--- src/rtl/core/tss_pkg.sv ---
`default_nettype none
// ----------------------------------------------------------------------------
// tss_pkg
// shared constants and helpers for the triangle scanline span unit
// ----------------------------------------------------------------------------
package tss_pkg;

    // quotient bits resolved in each divider stage
    localparam int DIV_BPS = 3;

    // number of divider stages for a given coordinate width
    function automatic int div_stages(input int cw);
        return (cw + DIV_BPS - 1) / DIV_BPS;
    endfunction

endpackage
`default_nettype wire

--- src/rtl/core/triangle_scanline_span_unit.sv ---
`default_nettype none
// ----------------------------------------------------------------------------
// triangle_scanline_span_unit
// scanline span of a filled triangle: sort, edge setup, multiply, divide
// ----------------------------------------------------------------------------
// one input beat carries three vertices and a row; one output beat carries
// the span of that row: left and right x (floor of the interpolated long
// edge and active short edge), the row echoed, and a flag in m_tuser that
// is set when the row lies within the triangle's y range. rows outside give
// x_left = x_right = 0; a flat triangle gives min and max of the three x.
// pipeline: sort, setup, multiply, ceil(COORD_BITS/3) divider stages and an
// output register. one beat per cycle is taken and delivered while m_tready
// is high; the rate is set by the per-stage handshake, no unit is shared
// between beats.
// when m_tready is low the stages fill up behind the output register, and
// s_tready drops only once every stage holds a beat; nothing is lost or
// repeated. reset clears the stage valid bits only; the block keeps no
// state between beats.
// ----------------------------------------------------------------------------
module triangle_scanline_span_unit #(
    parameter int COORD_BITS = 12,
    localparam int C  = COORD_BITS,
    localparam int IW = ((7 * COORD_BITS + 7) / 8) * 8,
    localparam int OW = ((3 * COORD_BITS + 7) / 8) * 8,
    localparam int ND = tss_pkg::div_stages(COORD_BITS)
) (
    input  wire logic          aclk,
    input  wire logic          aresetn,
    input  wire logic          s_tvalid,
    output logic               s_tready,
    // vert0_x, vert0_y, vert1_x, vert1_y, vert2_x, vert2_y, row_y, zero pad
    input  wire logic [IW-1:0] s_tdata,
    output logic               m_tvalid,
    input  wire logic          m_tready,
    // row_out, x_left, x_right, zero pad
    output logic      [OW-1:0] m_tdata,
    // span_valid
    output logic               m_tuser
);
    import tss_pkg::*;

    localparam int ST_SORT = 0;
    localparam int ST_SET  = 1;
    localparam int ST_MUL  = 2;
    localparam int ST_DIV  = 3;
    localparam int ST_OUT  = 3 + ND;
    localparam int NST     = 4 + ND;

    typedef struct packed {
        logic         span_ok;
        logic         degen;
        logic [C-1:0] row;
        logic [C-1:0] xmin;
        logic [C-1:0] xmax;
        logic [C-1:0] xs_p;
        logic         neg_p;
        logic [C-1:0] xs_q;
        logic         neg_q;
    } side_t;

    // ---------------- handshake ----------------
    logic [NST-1:0] v_reg;
    logic [NST-1:0] en;

    always_comb begin
        en[NST-1] = !v_reg[NST-1] || m_tready;
        for (int k = NST - 2; k >= 0; k--) begin
            en[k] = !v_reg[k] || en[k+1];
        end
    end

    always_ff @(posedge aclk) begin
        if (!aresetn) begin
            v_reg <= '0;
        end else begin
            for (int k = 0; k < NST; k++) begin
                if (en[k]) begin
                    v_reg[k] <= (k == 0) ? s_tvalid : v_reg[(k == 0) ? 0 : k - 1];
                end
            end
        end
    end

    assign s_tready = en[0];
    assign m_tvalid = v_reg[NST-1];

    // ---------------- sort ----------------
    logic [C-1:0] xa_next, ya_next, xb_next, yb_next, xc_next, yc_next;
    logic [C-1:0] xa_reg, ya_reg, xb_reg, yb_reg, xc_reg, yc_reg, row0_reg;

    always_comb begin
        logic [C-1:0] tx;
        logic [C-1:0] ty;
        tx = '0;
        ty = '0;
        xa_next = s_tdata[0*C +: C];
        ya_next = s_tdata[1*C +: C];
        xb_next = s_tdata[2*C +: C];
        yb_next = s_tdata[3*C +: C];
        xc_next = s_tdata[4*C +: C];
        yc_next = s_tdata[5*C +: C];
        if (yb_next < ya_next) begin
            tx = xa_next; ty = ya_next;
            xa_next = xb_next; ya_next = yb_next;
            xb_next = tx; yb_next = ty;
        end
        if (yc_next < ya_next) begin
            tx = xa_next; ty = ya_next;
            xa_next = xc_next; ya_next = yc_next;
            xc_next = tx; yc_next = ty;
        end
        if (yc_next < yb_next) begin
            tx = xb_next; ty = yb_next;
            xb_next = xc_next; yb_next = yc_next;
            xc_next = tx; yc_next = ty;
        end
    end

    always_ff @(posedge aclk) begin
        if (en[ST_SORT]) begin
            xa_reg   <= xa_next;
            ya_reg   <= ya_next;
            xb_reg   <= xb_next;
            yb_reg   <= yb_next;
            xc_reg   <= xc_next;
            yc_reg   <= yc_next;
            row0_reg <= s_tdata[6*C +: C];
        end
    end

    // ---------------- edge setup ----------------
    side_t        side1_next, side1_reg;
    logic [C-1:0] mag_p_next, t_p_next, den_p_next;
    logic [C-1:0] mag_q_next, t_q_next, den_q_next;
    logic [C-1:0] mag_p_reg, t_p_reg, den_p_reg;
    logic [C-1:0] mag_q_reg, t_q_reg, den_q_reg;

    always_comb begin
        logic         lower;
        logic         live;
        logic [C:0]   dx_p;
        logic [C:0]   dx_q;
        logic [C-1:0] xlo;
        logic [C-1:0] xhi;
        side1_next.row     = row0_reg;
        side1_next.span_ok = (row0_reg >= ya_reg) && (row0_reg <= yc_reg);
        side1_next.degen   = (yc_reg == ya_reg);
        lower = (row0_reg > yb_reg) || (yb_reg == ya_reg);
        live  = side1_next.span_ok && !side1_next.degen;

        xlo = xa_reg;
        xhi = xa_reg;
        if (xb_reg < xlo) xlo = xb_reg;
        if (xb_reg > xhi) xhi = xb_reg;
        if (xc_reg < xlo) xlo = xc_reg;
        if (xc_reg > xhi) xhi = xc_reg;
        side1_next.xmin = xlo;
        side1_next.xmax = xhi;

        dx_p            = {1'b0, xc_reg} - {1'b0, xa_reg};
        side1_next.xs_p = xa_reg;
        t_p_next        = live ? row0_reg - ya_reg : '0;
        den_p_next      = live ? yc_reg - ya_reg : {{(C-1){1'b0}}, 1'b1};

        if (lower) begin
            dx_q            = {1'b0, xc_reg} - {1'b0, xb_reg};
            side1_next.xs_q = xb_reg;
            t_q_next        = live ? row0_reg - yb_reg : '0;
            den_q_next      = live ? yc_reg - yb_reg : {{(C-1){1'b0}}, 1'b1};
        end else begin
            dx_q            = {1'b0, xb_reg} - {1'b0, xa_reg};
            side1_next.xs_q = xa_reg;
            t_q_next        = live ? row0_reg - ya_reg : '0;
            den_q_next      = live ? yb_reg - ya_reg : {{(C-1){1'b0}}, 1'b1};
        end

        side1_next.neg_p = dx_p[C];
        side1_next.neg_q = dx_q[C];
        mag_p_next = dx_p[C] ? C'(-dx_p) : dx_p[C-1:0];
        mag_q_next = dx_q[C] ? C'(-dx_q) : dx_q[C-1:0];
    end

    always_ff @(posedge aclk) begin
        if (en[ST_SET]) begin
            side1_reg <= side1_next;
            mag_p_reg <= mag_p_next;
            t_p_reg   <= t_p_next;
            den_p_reg <= den_p_next;
            mag_q_reg <= mag_q_next;
            t_q_reg   <= t_q_next;
            den_q_reg <= den_q_next;
        end
    end

    // ---------------- multiply ----------------
    side_t          side2_reg;
    logic [2*C-1:0] prod_p_reg, prod_q_reg;
    logic [C-1:0]   den2_p_reg, den2_q_reg;

    always_ff @(posedge aclk) begin
        if (en[ST_MUL]) begin
            side2_reg  <= side1_reg;
            prod_p_reg <= (2*C)'(mag_p_reg) * (2*C)'(t_p_reg);
            prod_q_reg <= (2*C)'(mag_q_reg) * (2*C)'(t_q_reg);
            den2_p_reg <= den_p_reg;
            den2_q_reg <= den_q_reg;
        end
    end

    // ---------------- divide ----------------
    side_t        sided_reg [ND];
    logic [C-1:0] quo_p, quo_q;
    logic         nz_p, nz_q;

    tss_div #(.CW(C)) u_div_p (
        .aclk   (aclk),
        .en     (en[ST_DIV +: ND]),
        .num    (prod_p_reg),
        .den    (den2_p_reg),
        .quo    (quo_p),
        .rem_nz (nz_p)
    );

    tss_div #(.CW(C)) u_div_q (
        .aclk   (aclk),
        .en     (en[ST_DIV +: ND]),
        .num    (prod_q_reg),
        .den    (den2_q_reg),
        .quo    (quo_q),
        .rem_nz (nz_q)
    );

    always_ff @(posedge aclk) begin
        for (int s = 0; s < ND; s++) begin
            if (en[ST_DIV + s]) begin
                sided_reg[s] <= (s == 0) ? side2_reg : sided_reg[(s == 0) ? 0 : s - 1];
            end
        end
    end

    // ---------------- floor, order, output ----------------
    side_t        sidef;
    logic [C-1:0] xp_next, xq_next, xl_next, xr_next;
    logic [C-1:0] row_out_reg, x_left_reg, x_right_reg;
    logic         span_valid_reg;

    assign sidef = sided_reg[ND-1];

    always_comb begin
        xp_next = sidef.neg_p ? sidef.xs_p - quo_p - C'(nz_p) : sidef.xs_p + quo_p;
        xq_next = sidef.neg_q ? sidef.xs_q - quo_q - C'(nz_q) : sidef.xs_q + quo_q;
        priority if (!sidef.span_ok) begin
            xl_next = '0;
            xr_next = '0;
        end else if (sidef.degen) begin
            xl_next = sidef.xmin;
            xr_next = sidef.xmax;
        end else if (xp_next <= xq_next) begin
            xl_next = xp_next;
            xr_next = xq_next;
        end else begin
            xl_next = xq_next;
            xr_next = xp_next;
        end
    end

    always_ff @(posedge aclk) begin
        if (en[ST_OUT]) begin
            span_valid_reg <= sidef.span_ok;
            row_out_reg    <= sidef.row;
            x_left_reg     <= xl_next;
            x_right_reg    <= xr_next;
        end
    end

    assign m_tuser = span_valid_reg;
    assign m_tdata = OW'({x_right_reg, x_left_reg, row_out_reg});

endmodule
`default_nettype wire

--- src/rtl/core/tss_div.sv ---
`default_nettype none
// ----------------------------------------------------------------------------
// tss_div
// pipelined unsigned restoring divider, DIV_BPS quotient bits per stage;
// the quotient must fit CW bits (num >> CW is below den)
// ----------------------------------------------------------------------------
module tss_div #(
    parameter int CW = 12,
    localparam int NS = tss_pkg::div_stages(CW)
) (
    input  wire logic            aclk,
    input  wire logic [NS-1:0]   en,
    input  wire logic [2*CW-1:0] num,
    input  wire logic [CW-1:0]   den,
    output logic      [CW-1:0]   quo,
    output logic                 rem_nz
);
    import tss_pkg::*;

    logic [CW-1:0] rem_reg  [NS];
    logic [CW-1:0] low_reg  [NS];
    logic [CW-1:0] den_reg  [NS];
    logic [CW-1:0] rem_next [NS];
    logic [CW-1:0] low_next [NS];

    always_comb begin
        logic [CW-1:0] rem_w;
        logic [CW-1:0] low_w;
        logic [CW-1:0] den_w;
        logic [CW:0]   trial_w;
        logic          ge_w;
        trial_w = '0;
        ge_w    = 1'b0;
        for (int s = 0; s < NS; s++) begin
            if (s == 0) begin
                rem_w = num[2*CW-1:CW];
                low_w = num[CW-1:0];
                den_w = den;
            end else begin
                rem_w = rem_reg[s-1];
                low_w = low_reg[s-1];
                den_w = den_reg[s-1];
            end
            for (int j = 0; j < DIV_BPS; j++) begin
                if (s * DIV_BPS + j < CW) begin
                    trial_w = {rem_w, low_w[CW-1]};
                    ge_w    = (trial_w >= {1'b0, den_w});
                    low_w   = {low_w[CW-2:0], ge_w};
                    rem_w   = ge_w ? trial_w[CW-1:0] - den_w : trial_w[CW-1:0];
                end
            end
            rem_next[s] = rem_w;
            low_next[s] = low_w;
        end
    end

    always_ff @(posedge aclk) begin
        for (int s = 0; s < NS; s++) begin
            if (en[s]) begin
                rem_reg[s] <= rem_next[s];
                low_reg[s] <= low_next[s];
                den_reg[s] <= (s == 0) ? den : den_reg[(s == 0) ? 0 : s - 1];
            end
        end
    end

    assign quo    = low_reg[NS-1];
    assign rem_nz = |rem_reg[NS-1];

endmodule
`default_nettype wire

--- config.mk ---
export PLATFORM = sky130hd
export DESIGN_NAME = triangle_scanline_span_unit
export DESIGN_NICKNAME = d
export VERILOG_FILES = /design/src/rtl/core/tss_pkg.sv /design/src/rtl/core/triangle_scanline_span_unit.sv /design/src/rtl/core/tss_div.sv
export SDC_FILE = /design/constraint.sdc
export NUM_CORES = 2
export LEC_CHECK = 0
export BUFFER_PORTS_ARGS = -buffer_cell sky130_fd_sc_hd__buf_2
export CORE_AREA = 2 2 332 334
export CTS_BUF_LIST = sky130_fd_sc_hd__clkbuf_4 sky130_fd_sc_hd__clkbuf_8
export DETAILED_ROUTE_END_ITERATION = 8
export DIE_AREA = 0 0 334 336
export GPL_TIMING_DRIVEN = 0
export PLACE_DENSITY = 0.77
export SETUP_SLACK_MARGIN = 0.2
export SYNTH_ARGS = -nofsm -noshare
export SYNTH_HDL_FRONTEND = slang
export SYNTH_HIERARCHICAL = 1
export SYNTH_SLANG_ARGS = --single-unit
--- constraint.sdc ---
create_clock -name aclk -period 7.2 [get_ports aclk]
set_input_delay 1.44 -clock aclk [delete_from_list [all_inputs] [get_ports aclk]]
set_output_delay 1.44 -clock aclk [all_outputs]
set_load 0.05 [all_outputs]
# == After elaboration in Yosys (flattened, before gate mapping) ==
# Memory sizes are Yosys's and may differ from the RTL's.
# Index checks and enable logic that the tools add are counted.
# classes
addsub,40
n_mul,2
order_cmp,35
n_eq_ne,2
muxes,64
n_reduce_logical,22
# ops
operator,n
12-bit two-way mux,55
12-bit subtractor,31
13-bit by 12-bit greater-or-equal comparator with 1-bit output,24
12-bit less-than comparator,5
12-bit by 12-bit multiplier with 24-bit output,2
12-bit by 12-bit subtractor with 13-bit output,3
12-bit greater-than comparator,3
12-bit adder,2
12-bit equality test,2
12-bit less-or-equal comparator,2
12-bit negator,2
12-bit OR reduction,2
12-bit by 1-bit subtractor with 12-bit output,2
13-bit two-way mux,1
12-bit greater-or-equal comparator,1
1-bit zero test,9
1-bit logical OR,9
1-bit two-way mux,8
1-bit logical AND,2
# word_totals
ff_bits,401
mem_bits_rw,544
inputBits,92
out_inout_bits,43
wordCells,219
mem_count,7
# mem_list
memory,words,width,rd,rd_clocked_by_memory_dff,wr,line,rtl
sided_reg,4,64,4,0,4,triangle_scanline_span_unit.sv:211,side_t sided_reg [ND];
u_div_p.den_reg,4,12,3,0,4,tss_div.sv:22,logic [CW-1:0] den_reg [NS];
u_div_p.low_reg,4,12,4,0,4,tss_div.sv:21,logic [CW-1:0] low_reg [NS];
u_div_p.rem_reg,4,12,4,0,4,tss_div.sv:20,logic [CW-1:0] rem_reg [NS];
u_div_q.den_reg,4,12,3,0,4,tss_div.sv:22,
u_div_q.low_reg,4,12,4,0,4,tss_div.sv:21,
1 more memories,n/a,n/a,n/a,n/a,n/a,n/a,

# == Depth between registers and ports, before layout ==
# depth
word_depth,9
depth_mapped,37
ltp_nobuf,32

# == Modules after synthesis ==
# Netlist, hierarchy kept.
# modules_own_cells
mod,instances,cells_per_inst,area_each_um2,seq_area_each_um2
triangle_scanline_span_unit,1,3533,40812.9,19648.8
tss_div at u_div_q,1,1226,12120.4,3963.8
tss_div at u_div_p,1,1222,12002.8,3963.8

# == Worst setup path before layout ==
# OpenSTA, ideal clock, no wires.
# synth_timing
path_type,register to register
start,memory u_div_p.den_reg[1][1]
end,memory u_div_p.rem_reg[2][10] (data pin)
setup_time_ns,0.262
arrival_ns,7.303
required_ns,6.938
path_slack_ns,-0.365
stages_incl_launch_ff,34
path_buffers,3
period_less_slack_ns,7.565
path_cell_list,edfxtp_1 inv_1 ha_1 nor2b_1 o31a_1 o41a_1 a31oi_1 o211a_2 inv_2 clkbuf_1 o21ai_0 inv_1 ha_1 nor2b_1 o31a_1 o31ai_1 nand3_1 a31oi_1 o211a_1 inv_2 buf_1 a21oi_1 ha_1 nor2b_1 o31a_1 or2_1 o311a_1 o41ai_2 o31a_1 o21ai_0 a211oi_2 inv_2 buf_2 mux2_1
# synth_rtl
element,line
start: declaration,tss_div.sv:22
end: declaration,tss_div.sv:20

==> metrics.md <==
| Metric | Value |
|---|---|
| Slowest-stage cell, CP | edfxtp_1 |
| Hold violation total from the final report | 0 |
| Reg2Reg Launch Point | den2_q_reg[2]$_DFFE_PP_ |
| Final GP Congestion | 0.954 |
| Max FFs per register | 256 |
| DR WL/cell | 19.6 um |
| FFs w/ async S/R, synth | 0% |
| Count of antenna-violating nets left after detailed routing | 0 |
| Capture point of the worst reg-to-reg path | u_div_q/rem_reg[0][9]$_DFFE_PP_ |
| Number of top-level pins | 135 |
| Width of the die | 334 um |
| Final non-filler cell area | 75300 sq um |
| Hold Path Class | reg -> reg |
| Number of slew-limit violations in the final report | 0 |
| Detailed placer's ending HPWL | 116000 um |
| Synthesized instance count | 5981 |
| Global-route usage over all layers | 27.3% |
| Total die area | 112000 sq um |
| Most frequent standard cell in the layout excluding fill and tap cells | edfxtp_1 |
| Worst rel slew slack | 30.5% |
| Critical path origin | den2_q_reg[2]$_DFFE_PP_ |
| Failing checks | negative setup slack |
| Destination of the worst hold path | sided_reg[3][52]$_DFFE_PP_ |
| Layout area overhead | 16.0% |
| Pin slew with the least headroom to its limit | 1030 ps |
| Clock Sinks | 921 |
| Total wirelength of the detailed-routed design | 158000 um |
| RSZ-0062 raised after global routing | true |
| Leading cell types in the layout, fill and taps excluded | edfxtp_1, inv_1, ha_1 |
| Critical Path Fanout Max | 7 |
| Largest stage delay, worst path | 400 ps |
| Register clock-pin slew on the reported worst setup and hold paths | 70 ps |
| Post-synth design cell area | 64900 sq um |
| Number of synthesized flops with an enable pin | 913 |
| Later-pin clock latency in the skew report | 860 ps |
| Cell count of the worst hold path | 0 |
| Worst reg-to-reg path cell count | 32 |
| Maximum clock skew at final layout | 41.1 ps |
| Crit path kind | reg -> reg |
| First-pass GRT wire length | 242000 um |
| Total overflow reported by the global router | 0 |
| Sequential-to-total area share from yosys stat | 42.5% |
| Layout cells sized above 1 | 18.2% |
| Type of destination of the critical path | flip-flop |
| Net count of the finished layout | 7512 |
| Placement-stage cell area | 67800 sq um |
| Number of H-tree levels | 4 |
| Vias in the first global route | 45752 |
| Data arrival time of the critical path | 7900 ps |
| Critical path startpoint category | flip-flop |
| Residual DRC | 0 |
| Result of the run | finished, violations left |
| Starting DRC count in detailed routing | 3973 |
| Per-instance average area after synthesis | 10.9 sq um |
| Max-cap violation count | 0 |
| Number of CTS-inserted buffers | 151 |
| Number of vias after detailed routing | 47385 |
| Endpoints failing setup | 19 |
| Maximum number of pins on one net before global-route repair | 89 |
| Starting density of the core | 59.9% |
| Highest attainable clock frequency | 137 MHz |
| Final critical-path share of the clock period | 102% |
| Initial antenna violation count | 3 |
| Total number of yosys warnings | 6 |
| Layout filler cell count | 7531 |
| Number of distinct library cell variants in the gate-level netlist after synthesis | 100 |
| Top flip-flop cell by instance count after synthesis | edfxtp_1 |
| Min cycle time layout | 7310 ps |
| Number of core rows | 121 |
| Clock tree from TritonCTS | yes |
| Clk root buf | clkbuf_8 |
| Count of buffers inserted at the top-level ports | 126 |
| Hold Startpoint | sided_reg[2][52]$_DFFE_PP_ |
| Post-detailed-route via-to-cell ratio | 5.88 |
| Setup slack of the worst register-to-register path | -110 ps |
| Placeable Area | 108000 sq um |
| Post-layout worst setup margin | -111 ps |
| Req. time, crit path | 7790 ps |
| Initial DRT Pass Iterations | 6 |
| Overall die height | 336 um |
| Seq cells post-synth | 921 |
| Clock Tree Buf Depth | 3 |
per-stage QoR:
| step | instances | TNS, ps | hold slack [ps] | utilization, % | setup WS (ps) |
|---|---|---|---|---|---|
| after detailed placement | 7534 | -137940 | 405 | 62.5 | -1360 |
| after CTS | 7925 | -241 | 399 | 67.3 | -36.6 |
| after global placement | 7524 | -132180 | 401 | 62.2 | -1250 |
| after global routing | 8062 | -6400 | 409 | 69.5 | -293 |
| final | 8062 | -1560 | 400 | 69.5 | -111 |
| after floorplan | 5984 | 0 | 400 | - | 210 |
cells by family after synthesis:
family,synth area share (%)
flops,42.5
xor+xnor,4.71
buf+inv,5.31
fa+ha+maj,19.8
mux,5.46
other cells,0.00577
simple gates,10.5
compound gates,11.7
cells in the mapped netlist (43+ instances only):
cell	instances	area share, %
xnor2_1	242	3.3
a21boi_0	43	0.50
nand4_1	67	0.65
a21oi_1	384	3.0
and2_1	138	1.3
o21ai_0	246	1.9
mux2i_1	131	2.0
nor2b_1	70	0.67
o21a_1	65	0.75
nor3_1	119	0.92
nand2_1	427	2.5
clkbuf_1	100	0.58
fa_1	238	7.3
inv_1	740	4.3
edfxtp_1	913	42
nand2b_1	50	0.48
mux2_2	158	2.7
ha_1	647	12
nor2_1	377	2.2
nand3_1	69	0.53
xor2_1	107	1.4
a21o_1	117	1.4
layout make-up:
type	instances	area, sq um	area share (%)
well taps	1414	1770	2.35
clock buffers	188	2360	3.14
repair buffers	398	3050	4.05
multi-input cells	4170	35900	47.7
clock inverters	77	820	1.09
plain buffers	145	970	1.29
flip-flops and latches	921	27600	36.6
inverters	748	2870	3.81
diodes	1	2.50	0.00332
worst max-delay path by stage:
stage,endpoint,slack [ps],cells after the start
global route,u_div_p/rem_reg[2][7]$_DFFE_PP_,-290,35
global placement,u_div_p/rem_reg[2][3]$_DFFE_PP_,-1250,33
finish,u_div_q/rem_reg[0][9]$_DFFE_PP_,-110,32
CTS,u_div_p/rem_reg[2][7]$_DFFE_PP_,-40,34
detailed placement,u_div_p/rem_reg[0][7]$_DFFE_PP_,-1360,33
floorplan,yb_reg[0]$_DFFE_PP_,210,32
repair_timing:
action,in CTS,in global routing
setup endpoints to repair,154,169
hold buffers,0,0
gates resized for setup,246,282
setup buffers,125,131
pin swaps,67,131
hold endpoints to repair,0,0
gates cloned,1,5
per-layer routing:
layer  wire length, um  vias to the layer above  track usage [%]
met4              6900                        2             11.9
met3              9710                      397             3.79
met1             66900                    22878             36.6
li1                  -                    22339                -
met5                13                        -                0
met2             74100                     1769             44.5
critical path: cells and delay by family, from the launching register on:
family	cells	cell delay, ps
AO/OA/AOI/OAI	17	3790
AND/OR/NAND/NOR	5	940
buffers and inverters	6	830
adder cells (fa/ha/maj)	3	790
flip-flops	1	400
multiplexers	1	280
Power is left out: the tool's default activity adds up to more than one toggle a clock period on the data nets, which glitch-free logic cannot reach.
